## src/rtl/request_ring_admission_core_assert.svh

```systemverilog
// Assertion macros shared by the request ring admission RTL.
`ifndef REQUEST_RING_ADMISSION_CORE_ASSERT_SVH
`define REQUEST_RING_ADMISSION_CORE_ASSERT_SVH

`ifndef SYNTHESIS

// Clocked assertion that is switched off while reset is held.
`define RRA_ASSERT(lbl, clk, rst_n, prop, msg) \
    lbl: assert property (@(posedge clk) disable iff (!rst_n) prop) else $error(msg);

// Clocked assertion that also holds during reset.
`define RRA_ASSERT_ALWAYS(lbl, clk, prop, msg) \
    lbl: assert property (@(posedge clk) prop) else $error(msg);

`else

`define RRA_ASSERT(lbl, clk, rst_n, prop, msg)
`define RRA_ASSERT_ALWAYS(lbl, clk, prop, msg)

`endif

`endif

```

## src/rtl/rra_pkg.sv

```systemverilog
// Package with constants, codes and types of the request ring admission block.
`default_nettype none

package rra_pkg;

    // Ring geometry and request framing.
    localparam int unsigned RING_DEPTH  = 1024;
    localparam int unsigned FIRST_SLOTS = 1;
    localparam int unsigned CONT_SLOTS  = 5;
    localparam int unsigned MAX_SEGS    = 256;
    localparam int unsigned RING_MARGIN = 2;

    // Field widths.
    localparam int unsigned SEG_W  = 9;
    localparam int unsigned CONS_W = 10;
    localparam int unsigned RET_W  = 11;
    localparam int unsigned IDX_W  = $clog2(RING_DEPTH);
    localparam int unsigned FREE_W = $clog2(RING_DEPTH + 1);
    localparam int unsigned NEED_W = 6;
    localparam int unsigned INF_W  = 16;
    localparam int unsigned CFG_W  = 16;

    // Reset value of the in-flight high-water mark.
    localparam logic [INF_W-1:0] HIGH_WATER_RST = INF_W'(1024);

    // Fixed-point reciprocal of the continuation slot count, used for the
    // ceiling division in the entry count.
    localparam int unsigned CEIL_SHIFT = 20;
    localparam int unsigned RECIP_W    = CEIL_SHIFT + 1;
    localparam int unsigned CONT_RECIP = ((1 << CEIL_SHIFT) + CONT_SLOTS - 1) / CONT_SLOTS;
    localparam int unsigned DIVIDEND_W = SEG_W + 1;

    typedef enum logic [1:0] {
        ST_OK      = 2'd0,
        ST_OFFLINE = 2'd1,
        ST_NOSPACE = 2'd2,
        ST_HIWAT   = 2'd3
    } t_status;

    typedef enum logic {
        REQ_SUBMIT = 1'b0,
        REQ_RETIRE = 1'b1
    } t_req_kind;

    typedef enum logic {
        CFG_ONLINE     = 1'b0,
        CFG_HIGH_WATER = 1'b1
    } t_cfg_reg;

    // Configuration write as seen by the admission logic.
    typedef struct packed {
        logic              wr_en;
        t_cfg_reg          index;
        logic [CFG_W-1:0]  wdata;
    } t_cfg_wr;

    // Request held in the input stage, entry count already worked out.
    typedef struct packed {
        t_req_kind         kind;
        logic [NEED_W-1:0] need;
        logic [IDX_W-1:0]  consumer;
        logic              chk;
        logic              trk;
        logic [RET_W-1:0]  retire;
    } t_req;

    // Result of one request.
    typedef struct packed {
        t_status           status;
        logic [NEED_W-1:0] entries_used;
        logic [IDX_W-1:0]  start_index;
        logic [FREE_W-1:0] free_count;
        logic [INF_W-1:0]  inflight_count;
    } t_result;

endpackage

`default_nettype wire

```

## src/rtl/rra_entry_calc.sv

```systemverilog
// Ring entry count of a request from its data segment count.
`default_nettype none

module rra_entry_calc (
    input  wire logic [rra_pkg::SEG_W-1:0]  i_seg_count,
    output logic      [rra_pkg::NEED_W-1:0] o_need
);

    localparam int unsigned SEG_W      = rra_pkg::SEG_W;
    localparam int unsigned DIVIDEND_W = rra_pkg::DIVIDEND_W;
    localparam int unsigned RECIP_W    = rra_pkg::RECIP_W;
    localparam int unsigned PROD_W     = DIVIDEND_W + RECIP_W;
    localparam int unsigned NEED_W     = rra_pkg::NEED_W;

    logic [SEG_W-1:0]      segs;
    logic [DIVIDEND_W-1:0] dividend;
    logic [PROD_W-1:0]     product;
    logic [NEED_W-1:0]     cont_entries;

    // Clamp oversized requests to the largest segment count.
    always_comb begin
        if (i_seg_count > SEG_W'(rra_pkg::MAX_SEGS)) begin
            segs = SEG_W'(rra_pkg::MAX_SEGS);
        end else begin
            segs = i_seg_count;
        end
    end

    // Ceiling division by the continuation slot count: add the divisor less
    // one, then divide by multiplying with the scaled reciprocal.
    always_comb begin
        dividend = DIVIDEND_W'(segs) - DIVIDEND_W'(rra_pkg::FIRST_SLOTS)
                 + DIVIDEND_W'(rra_pkg::CONT_SLOTS - 1);
        product  = PROD_W'(dividend) * PROD_W'(rra_pkg::CONT_RECIP);
        cont_entries = product[rra_pkg::CEIL_SHIFT +: NEED_W];
    end

    // One entry carries the first slots; continuation entries hold the rest.
    always_comb begin
        if (segs <= SEG_W'(rra_pkg::FIRST_SLOTS)) begin
            o_need = NEED_W'(1);
        end else begin
            o_need = NEED_W'(1) + cont_entries;
        end
    end

endmodule

`default_nettype wire

```

## src/rtl/rra_admit.sv

```systemverilog
// Ring state, configuration registers and the admission decision.
`default_nettype none
`include "request_ring_admission_core_assert.svh"

module rra_admit (
    input  wire logic             i_clk,
    input  wire logic             i_rst_n,
    input  wire rra_pkg::t_cfg_wr i_cfg,
    input  wire logic             i_fire,
    input  wire rra_pkg::t_req    i_req,
    output rra_pkg::t_result      o_res
);

    localparam int unsigned IDX_W  = rra_pkg::IDX_W;
    localparam int unsigned FREE_W = rra_pkg::FREE_W;
    localparam int unsigned INF_W  = rra_pkg::INF_W;
    localparam logic [INF_W-1:0] INF_MAX = {INF_W{1'b1}};

    logic              r_online;
    logic [INF_W-1:0]  r_high_water;
    logic [IDX_W-1:0]  r_write_index;
    logic [FREE_W-1:0] r_cached_free;
    logic [INF_W-1:0]  r_inflight;

    logic [IDX_W-1:0]  n_write_index;
    logic [FREE_W-1:0] n_cached_free;
    logic [INF_W-1:0]  n_inflight;

    logic [FREE_W-1:0] need_ext;
    logic [FREE_W-1:0] need_mrg;
    logic [FREE_W-1:0] refresh_free;
    logic [FREE_W-1:0] free_now;
    logic [IDX_W:0]    wr_sum;
    logic [IDX_W-1:0]  wr_next;
    logic [INF_W:0]    inf_sum;
    logic [INF_W-1:0]  inf_charged;
    logic [INF_W-1:0]  ret_ext;
    logic              refresh;
    logic              fits;
    logic              over_hw;

    // Space test, with the free count refreshed from the consumer index
    // when the cached value is too low.
    always_comb begin
        need_ext = FREE_W'(i_req.need);
        need_mrg = need_ext + FREE_W'(rra_pkg::RING_MARGIN);
        refresh  = (need_mrg >= r_cached_free);
        if (r_write_index < i_req.consumer) begin
            refresh_free = FREE_W'(i_req.consumer - r_write_index);
        end else begin
            refresh_free = FREE_W'(rra_pkg::RING_DEPTH)
                         - FREE_W'(r_write_index - i_req.consumer);
        end
        free_now = refresh ? refresh_free : r_cached_free;
        fits     = (need_mrg < free_now);
    end

    // High-water test and the saturating in-flight charge.
    always_comb begin
        inf_sum = {1'b0, r_inflight} + (INF_W + 1)'(i_req.need);
        over_hw = i_req.chk && (inf_sum >= {1'b0, r_high_water});
        if (inf_sum > {1'b0, INF_MAX}) begin
            inf_charged = INF_MAX;
        end else begin
            inf_charged = inf_sum[INF_W-1:0];
        end
        ret_ext = INF_W'(i_req.retire);
    end

    // Write index advanced around the ring.
    always_comb begin
        wr_sum = {1'b0, r_write_index} + (IDX_W + 1)'(i_req.need);
        if (wr_sum >= (IDX_W + 1)'(rra_pkg::RING_DEPTH)) begin
            wr_next = IDX_W'(wr_sum - (IDX_W + 1)'(rra_pkg::RING_DEPTH));
        end else begin
            wr_next = wr_sum[IDX_W-1:0];
        end
    end

    // Decision: retire, offline, no space, high water, then accept.
    always_comb begin
        n_write_index      = r_write_index;
        n_cached_free      = r_cached_free;
        n_inflight         = r_inflight;
        o_res.status       = rra_pkg::ST_OK;
        o_res.entries_used = '0;
        o_res.start_index  = r_write_index;
        priority if (i_req.kind == rra_pkg::REQ_RETIRE) begin
            n_inflight = (ret_ext >= r_inflight) ? '0 : r_inflight - ret_ext;
        end else if (!r_online) begin
            o_res.status = rra_pkg::ST_OFFLINE;
        end else if (!fits) begin
            n_cached_free = free_now;
            o_res.status  = rra_pkg::ST_NOSPACE;
        end else if (over_hw) begin
            n_cached_free = free_now;
            o_res.status  = rra_pkg::ST_HIWAT;
        end else begin
            n_write_index      = wr_next;
            n_cached_free      = free_now - need_ext;
            n_inflight         = i_req.trk ? inf_charged : r_inflight;
            o_res.entries_used = i_req.need;
        end
        o_res.free_count     = n_cached_free;
        o_res.inflight_count = n_inflight;
    end

    // Configuration registers and ring state.
    always_ff @(posedge i_clk) begin
        if (!i_rst_n) begin
            r_online      <= 1'b0;
            r_high_water  <= rra_pkg::HIGH_WATER_RST;
            r_write_index <= '0;
            r_cached_free <= FREE_W'(rra_pkg::RING_DEPTH);
            r_inflight    <= '0;
        end else begin
            if (i_cfg.wr_en) begin
                unique case (i_cfg.index)
                    rra_pkg::CFG_ONLINE: begin
                        r_online <= i_cfg.wdata[0];
                    end
                    rra_pkg::CFG_HIGH_WATER: begin
                        r_high_water <= INF_W'(i_cfg.wdata);
                    end
                    default: begin
                    end
                endcase
            end
            if (i_fire) begin
                r_write_index <= n_write_index;
                r_cached_free <= n_cached_free;
                r_inflight    <= n_inflight;
            end
        end
    end

    // The cached free count never exceeds the ring depth.
    `RRA_ASSERT(a_free_bound, i_clk, i_rst_n, r_cached_free <= FREE_W'(rra_pkg::RING_DEPTH), "cached free count above ring depth")
    // The write index moves only on a transfer out of the input stage.
    `RRA_ASSERT(a_idx_hold, i_clk, i_rst_n, !i_fire |=> $stable(r_write_index), "write index moved without a request")
    // A refused request takes no entries and reports the current write index.
    `RRA_ASSERT(a_refuse_empty, i_clk, i_rst_n, i_fire && (o_res.status != rra_pkg::ST_OK) |-> (o_res.entries_used == '0) && (o_res.start_index == r_write_index), "refused request took ring entries")

endmodule

`default_nettype wire

```

## src/rtl/request_ring_admission_core.sv

```systemverilog
// Top level of the request ring admission block: input stage and result register.
//
//  Channel  | Handshake                 | Payload
//  ---------+---------------------------+------------------------------------------
//  request  | i_in_valid / o_in_ready   | req_type, seg_count, consumer_index,
//           |                           | check_high_water, track_inflight,
//           |                           | retire_count
//  result   | o_out_valid / i_out_ready | status, entries_used, start_index,
//           |                           | free_count, inflight_count
//  config   | i_cfg_wr_en               | i_cfg_index, i_cfg_wdata
//
// One request per cycle is sustained while the result channel does not stall. A request
// waits in the input stage, where its entry count is already held, and its result is
// then captured in the result register; the ring state update sits in that same step.
// Reset is synchronous and active low; it takes effect with no sweep.
// A stalled result holds the input stage, which in turn drops o_in_ready.
`default_nettype none
`include "request_ring_admission_core_assert.svh"

module request_ring_admission_core (
    input  wire logic                           i_clk,
    input  wire logic                           i_rst_n,
    // Configuration writes.
    input  wire logic                           i_cfg_wr_en,
    input  wire logic                           i_cfg_index,
    input  wire logic [rra_pkg::CFG_W-1:0]      i_cfg_wdata,
    // Request channel.
    input  wire logic                           i_in_valid,
    output logic                                o_in_ready,
    input  wire logic                           i_req_type,
    input  wire logic [rra_pkg::SEG_W-1:0]      i_seg_count,
    input  wire logic [rra_pkg::CONS_W-1:0]     i_consumer_index,
    input  wire logic                           i_check_high_water,
    input  wire logic                           i_track_inflight,
    input  wire logic [rra_pkg::RET_W-1:0]      i_retire_count,
    // Result channel.
    output logic                                o_out_valid,
    input  wire logic                           i_out_ready,
    output logic [1:0]                          o_status,
    output logic [rra_pkg::NEED_W-1:0]          o_entries_used,
    output logic [rra_pkg::IDX_W-1:0]           o_start_index,
    output logic [rra_pkg::FREE_W-1:0]          o_free_count,
    output logic [rra_pkg::INF_W-1:0]           o_inflight_count
);

    logic              r_in_valid;
    rra_pkg::t_req     r_req;
    logic              r_out_valid;
    rra_pkg::t_result  r_res;

    rra_pkg::t_req     n_req;
    rra_pkg::t_result  res;
    rra_pkg::t_cfg_wr  cfg;
    logic [rra_pkg::NEED_W-1:0] need;
    logic              in_xfer;
    logic              stage_adv;

    // Entry count is worked out before the input stage.
    rra_entry_calc u_entry_calc (
        .i_seg_count (i_seg_count),
        .o_need      (need)
    );

    always_comb begin
        n_req.kind     = rra_pkg::t_req_kind'(i_req_type);
        n_req.need     = need;
        n_req.consumer = rra_pkg::IDX_W'(i_consumer_index);
        n_req.chk      = i_check_high_water;
        n_req.trk      = i_track_inflight;
        n_req.retire   = i_retire_count;
    end

    always_comb begin
        cfg.wr_en = i_cfg_wr_en;
        cfg.index = rra_pkg::t_cfg_reg'(i_cfg_index);
        cfg.wdata = i_cfg_wdata;
    end

    // The input stage moves on whenever the result register is free or drains.
    assign stage_adv  = r_in_valid && (!r_out_valid || i_out_ready);
    assign o_in_ready = !r_in_valid || stage_adv;
    assign in_xfer    = i_in_valid && o_in_ready;

    rra_admit u_admit (
        .i_clk   (i_clk),
        .i_rst_n (i_rst_n),
        .i_cfg   (cfg),
        .i_fire  (stage_adv),
        .i_req   (r_req),
        .o_res   (res)
    );

    // Input stage and result register.
    always_ff @(posedge i_clk) begin
        if (!i_rst_n) begin
            r_in_valid  <= 1'b0;
            r_out_valid <= 1'b0;
        end else begin
            if (in_xfer) begin
                r_in_valid <= 1'b1;
            end else if (stage_adv) begin
                r_in_valid <= 1'b0;
            end
            if (stage_adv) begin
                r_out_valid <= 1'b1;
            end else if (i_out_ready) begin
                r_out_valid <= 1'b0;
            end
        end
    end

    always_ff @(posedge i_clk) begin
        if (in_xfer) begin
            r_req <= n_req;
        end
        if (stage_adv) begin
            r_res <= res;
        end
    end

    assign o_out_valid      = r_out_valid;
    assign o_status         = r_res.status;
    assign o_entries_used   = r_res.entries_used;
    assign o_start_index    = r_res.start_index;
    assign o_free_count     = r_res.free_count;
    assign o_inflight_count = r_res.inflight_count;

    // A request waiting in the input stage is never dropped.
    `RRA_ASSERT(a_in_hold, i_clk, i_rst_n, r_in_valid && !stage_adv |=> r_in_valid, "request lost from input stage")

endmodule

`default_nettype wire
```

## config.mk

```make
export PLATFORM = sky130hd
export DESIGN_NAME = request_ring_admission_core
export DESIGN_NICKNAME = d
export VERILOG_FILES = /design/src/rtl/rra_pkg.sv /design/src/rtl/rra_entry_calc.sv /design/src/rtl/rra_admit.sv /design/src/rtl/request_ring_admission_core.sv
export VERILOG_INCLUDE_DIRS = /design/src /design/src/rtl
export SDC_FILE = /design/constraint.sdc
export NUM_CORES = 1
export LEC_CHECK = 0
export CORE_UTILIZATION = 25
export CTS_BUF_LIST = sky130_fd_sc_hd__clkbuf_2 sky130_fd_sc_hd__clkbuf_4 sky130_fd_sc_hd__clkbuf_8
export DETAILED_ROUTE_END_ITERATION = 7
export DONT_BUFFER_PORTS = 1
export GPL_TIMING_DRIVEN = 0
export PLACE_DENSITY = 0.36
export REMOVE_ABC_BUFFERS = 1
export SYNTH_ARGS = -nofsm -noshare
export SYNTH_HDL_FRONTEND = slang
export SYNTH_SLANG_ARGS = --single-unit
```

## constraint.sdc

```tcl
create_clock -name i_clk -period 19.25 [get_ports i_clk]
set_input_delay 1.925 -clock i_clk [delete_from_list [all_inputs] [get_ports i_clk]]
set_output_delay 1.925 -clock i_clk [all_outputs]
set_load 0.02 [all_outputs]
```

* Word-level counts from Yosys, hierarchy flattened *
Cells that the tools add are included.

word-level totals
  memory bits (read-only) = 0
  RAM bits = 0
  word-level logic and storage cells = 82
  bits in registers = 131
  memories = 0
  bits of input ports = 55
  latch bits = 0

operators by class
  multipliers = 1
  mux-type cells = 22
  bitwise gates (word level) = 5
  reductions and logical operators = 14
  shift-type cells = 0
  add/sub/neg operators = 12
  equal/unequal tests = 0
  divide/modulo/power cells = 0
  order comparisons = 9

operators with widths
  cell                                                              number
  two-way mux 16 bit                                                7
  two-way mux 11 bit                                                6
  multiplier 10 x 16 -> 24 bit (second input constant)              1
  subtractor 10 x 10 -> 11 bit                                      2
  adder 16 x 6 -> 17 bit                                            1
  >= comparator 17 x 16 -> 1 bit                                    1
  greater-than comparator 17 x 16 -> 1 bit (second input constant)  1
  >= comparator 11 x 16 -> 1 bit                                    1
  subtractor 16 x 11 -> 16 bit                                      1
  adder 10 x 6 -> 11 bit                                            1
  >= comparator 11 bit                                              1
  >= comparator 11 bit (second input constant)                      1
  less-than comparator 11 bit                                       1
  subtractor 11 bit (first input constant)                          1
  subtractor 11 x 6 -> 11 bit                                       1
  adder 10 x 3 -> 10 bit (second input constant)                    1
  less-than comparator 10 bit                                       1
  two-way mux 10 bit                                                1
  subtractor 10 x 1 -> 10 bit (second input constant)               1
  subtractor 9 x 1 -> 10 bit (second input constant)                1
  greater-than comparator 9 bit (second input constant)             1
  less-or-equal comparator 9 x 1 -> 1 bit (second input constant)   1
  two-way mux 9 bit                                                 1
  adder 6 x 2 -> 7 bit (second input constant)                      1
  12 further kinds                                                  27

* Logic depth before layout (Yosys ltp) *
  depth in word-level cells = 9
  mapped depth = 28
  depth with buffers taken out = 27

* Modules after synthesis *
Synthesis repeated with hierarchy kept, for this count alone.

unflattened totals
  cells, all modules = 1140
  area, all modules = 10441.3 µm²

modules (own cells, without submodules)
  module                       cells each  instances  area each (µm²)  sequential area each (µm²)
  rra_admit                    784         1          5699.2           1081.0
  rra_entry_calc               272         1          2386.0           0.0
  request_ring_admission_core  84          1          2356.0           2292.2

* Worst setup path before layout *
Ideal clock, no wire load.

  kind = input port to flip-flop
  start = input i_seg_count[8] (netlist name)
  end = register r_req[27] (netlist name), data pin
  arrival = 7.907 ns
  required time = 19.112 ns
  setup slack = 11.204 ns
  stages on the path = 26
  cells stage by stage = buf_2 > nand2b_1 > ha_1 > nor2_1 > and3_1 > nand2b_1 > xnor2_1 > ha_1 > fa_1 > inv_1 > fa_1 > fa_1 > fa_1 > inv_1 > ha_1 > a21o_1 > a221o_1 > a21oi_1 > o21ai_2 > a21o_1 > xor2_1 > ha_1 > nand2_1 > a2111oi_0 > xnor3_1 > nor2_1

between the ends
  longest elaborated chain between the ends = 6
  elaborated cells on any way between the ends = 7

ends and longest elaborated chain
  item                           line                                text
  from (decl)                    request_ring_admission_core.sv:31   input wire logic [rra_pkg::SEG_W-1:0] i_seg_count,
  greater-than comparator 9 bit  rra_entry_calc.sv:22                if (i_seg_count > SEG_W'(rra_pkg::MAX_SEGS)) begin
  two-way mux 9 bit *            rra_entry_calc.sv:22
  subtractor 9 x 1 -> 10 bit     rra_entry_calc.sv:32                dividend = DIVIDEND_W'(segs) - DIVIDEND_W'(rra_pkg::FIRST_SLOTS)
  adder 10 x 3 -> 10 bit         rra_entry_calc.sv:33                + DIVIDEND_W'(rra_pkg::CONT_SLOTS - 1);
  multiplier 10 x 16 -> 24 bit   rra_entry_calc.sv:34                product = PROD_W'(dividend) * PROD_W'(rra_pkg::CONT_RECIP);
  adder 1 x 6 -> 6 bit           rra_entry_calc.sv:43                o_need = NEED_W'(1) + cont_entries;
  to (signal assigned)           request_ring_admission_core.sv:114  r_req <= n_req;
  to (decl)                      request_ring_admission_core.sv:47   rra_pkg::t_req r_req;

Mark *: on every way between the ends. The rest lies on a longest branch, timed or not.
A chain may end at the register's enable or synchronous reset.

* Final worst setup path *
Ends and elaborated chain as after synthesis.

==> impl_metrics.json <==
{
  "core-area_sq_um": 41900,
  "postRouteAntennaNets": 0,
  "die_y_microns": 208,
  "synth_area_sq_um": 10600,
  "drt_pre_antenna_iters": 5,
  "clock_sinks": 131,
  "yosys.area.top_type": "edfxtp_1",
  "grt_pass1_wl_microns": 48800,
  "crit_arrival_ns": 8.58,
  "critPathCaptureType": "flip-flop",
  "route.detailed.drc": 0,
  "peakVddDrop_mv": 0.0570,
  "p_leak_nw": 4.73,
  "start_util_pct": 25.4,
  "grt_pass1_vias": 7965,
  "yosys_warnings": 0,
  "clk_pin_slew_ns": 0.09,
  "synth_ff_type": "edfxtp_1",
  "synth_top_family_by_area": "adder cells",
  "hold_depth": 2,
  "yosys.area.top_type_share_pct": 21.2,
  "synthMuxAreaShare_pct": 1.66,
  "synth_cell_types": 84,
  "yosys.area_share.simple_pct": 15.2,
  "syn_avg_cell_area_sq_um": 9.07,
  "nets": 1384,
  "numCtsBuffers": 17,
  "timing.final.crit_share_pct": 42.8,
  "slew_headroom_pct": 17.8,
  "worst_pin_slew_ns": 1.23,
  "cts_resized": 0,
  "hold-worst-slack_ns": 0.454,
  "drt_iter0_drc": 438,
  "die_w_microns": 208,
  "yosys-top-cells-area": "edfxtp_1, ha_1, dfxtp_1, fa_1, inv_1",
  "dpl.hpwl_microns": 24200,
  "hold_viol_final": 0,
  "areaGrowthSynthToFinish_pct": 9.33,
  "report.final.setup_viol": 0,
  "synthXorXnorAreaFrac_pct": 4.82,
  "finalMaxSlewViolations": 0,
  "grt.total_usage_pct": 14.9,
  "cts_max_level": 4,
  "clkLatencyLatePin_ns": 0.49,
  "reg2reg_from": "r_req[24]",
  "dieArea_sq_um": 43400,
  "critical_path_class": "in -> reg",
  "wl_per_cell_microns": 18.5,
  "r2r_cells": 19,
  "synth.most_common_cell": "inv_1",
  "cts_tree": "yes",
  "num_antenna_cells": 0,
  "io_pins": 102,
  "synth-seq-cells": 131,
  "period_minus_slack_ns": 8.24,
  "reg2reg_to": "o_free_count[5]",
  "synth_fa_ha_area_share_pct": 22.5,
  "post_cts_buffers": 0,
  "synth_common_cells": "inv_1, ha_1, nand2_1",
  "async_flop_share_pct": 0,
  "crit_required_ns": 19.60,
  "cp_max_fo": 11,
  "r2r_slack_ns": 12.79,
  "route.vias.total": 8172,
  "fmax_ghz": 0.121,
  "rsz0062_at_grt": "false",
  "placementRows": 75,
  "cts-root-buf": "clkbuf_8",
  "viasPerCell": 4.78,
  "p_per_area_nw_per_um2": 99.8,
  "hold_path_class": "reg -> reg",
  "hold_buffers": 0,
  "grt_start_max_net_pins": 49,
  "synth_edf_count": 75,
  "wl_microns": 31600,
  "syn_inst": 1174,
  "grt_remaining_overflow": 0,
  "clockBufferDepth": 2,
  "gp_congestion": 0.811,
  "whs_endpoint": "u_admit.r_high_water[14]",
  "drive_gt1_share_pct": 4.95,
  "cap_violations": 0,
  "critPathLaunchType": "input port",
  "fin_skew_ns": 0.0204,
  "tns_ns": 0,
  "synth_seq_area_share_pct": 31.7,
  "antenna_found_initial": 4,
  "synth_compound_area_share_pct": 17.0,
  "outcome": "complete, no violations",
  "min_from": "u_admit.r_high_water[14]",
  "portBuffers": 0
}
worst max-delay path, cell delays in order:
cell       delay (ns)
nand2b_1         0.35
ha_1             0.34
nor2_1           0.16
and3_1           0.20
nand2b_1         0.07
xnor2_1          0.45
ha_1             0.31
fa_1             0.40
inv_1            0.13
fa_1             0.47
fa_1             0.51
fa_1             0.51
inv_1            0.04
ha_1             0.30
a21o_1           0.16
a221o_1          0.34
a21oi_1          0.14
o21ai_2          0.15
a21o_1           0.25
xor2_1           0.14
ha_1             0.21
nand2_1          0.05
a2111oi_0        0.45
xnor3_1          0.43
nor2_1           0.09
power breakdown:
| part | internal [mW] | total (mW) | switching (mW) |
|---|---|---|---|
| logic | 0.237 | 0.545 | 0.308 |
| registers | 0.328 | 0.364 | 0.0353 |
| clock network | 0.128 | 0.253 | 0.125 |
how the worst max path moves through the flow:
stage                    from         to  slack [ns]  depth (start not counted)
2_1_floorplan  i_seg_count[8]  r_req[27]       11.36                         25
3_3_place_gp   i_seg_count[8]  r_req[27]       10.39                         25
3_5_place_dp   i_seg_count[8]  r_req[27]       10.37                         25
4_1_cts        i_seg_count[8]  r_req[27]       10.95                         25
5_1_grt        i_seg_count[8]  r_req[27]       10.42                         25
6_report       i_seg_count[8]  r_req[27]       11.01                         25
cell usage in the layout (no fill, tap or decap), drive strengths merged, types with 22 or more instances in the layout:
cell type and count:
a21oi 77, edfxtp 75, o21ai 69, nand2 109
dfxtp 56, nor2 72, inv 150, nand3 22
xnor2 41, fa 35, ha 135
flip-flops by register name, indices dropped and copies added, names as in the netlist:
| name | count |
|---|---|
| u_admit.r_online | 1 |
| r_req | 30 |
| u_admit.r_inflight | 16 |
| o_out_valid | 1 |
| u_admit.r_cached_free | 11 |
| o_entries_used | 6 |
| u_admit.r_write_index | 10 |
| r_in_valid | 1 |
| o_status | 2 |
| o_start_index | 10 |
| o_inflight_count | 16 |
| o_free_count | 11 |
| u_admit.r_high_water | 16 |
per-layer routing:
layer	wire, microns	global-route usage (%)
met2	14000	23.1
met4	302	3.40
met5	47	0
met3	1310	3.43
met1	16000	20.9
layout make-up:
cell class | instances | area, sq um
clock buffers | 18 | 241
clock inverters | 14 | 161
fillers | 4465 | 30300
inverters | 149 | 561
multi-input cells | 855 | 6540
flip-flops and latches | 131 | 3370
well taps | 539 | 674
repair buffers | 5 | 88.8
stage by stage:
step                worst slack (ns)  std cells  power, mW  utilization, %  cell area (sq um)
CTS                            10.95       1711       1.19            27.7              11600
global route                   10.42       1711       1.28            27.7              11600
detailed placement             10.37       1679      0.923            26.8              11200
finish                         11.01       1711       1.16            27.7              11600
global placement               10.39       1674      0.923            26.5              11100
floorplan                      11.36       1135      0.781               -              10500
cell families (layout without fill, tap and decap cells):
kind of cell	count (synthesis)	count (layout)
and+or+nand+nor	331	331
AOI/OAI and AO/OA	276	276
buffers and inverters	190	186
adders and majority gates	171	171
DFF	131	131
xor gates and xnor gates	57	57
muxes	17	17
other	1	3
Power figures use the tool's default switching activity.
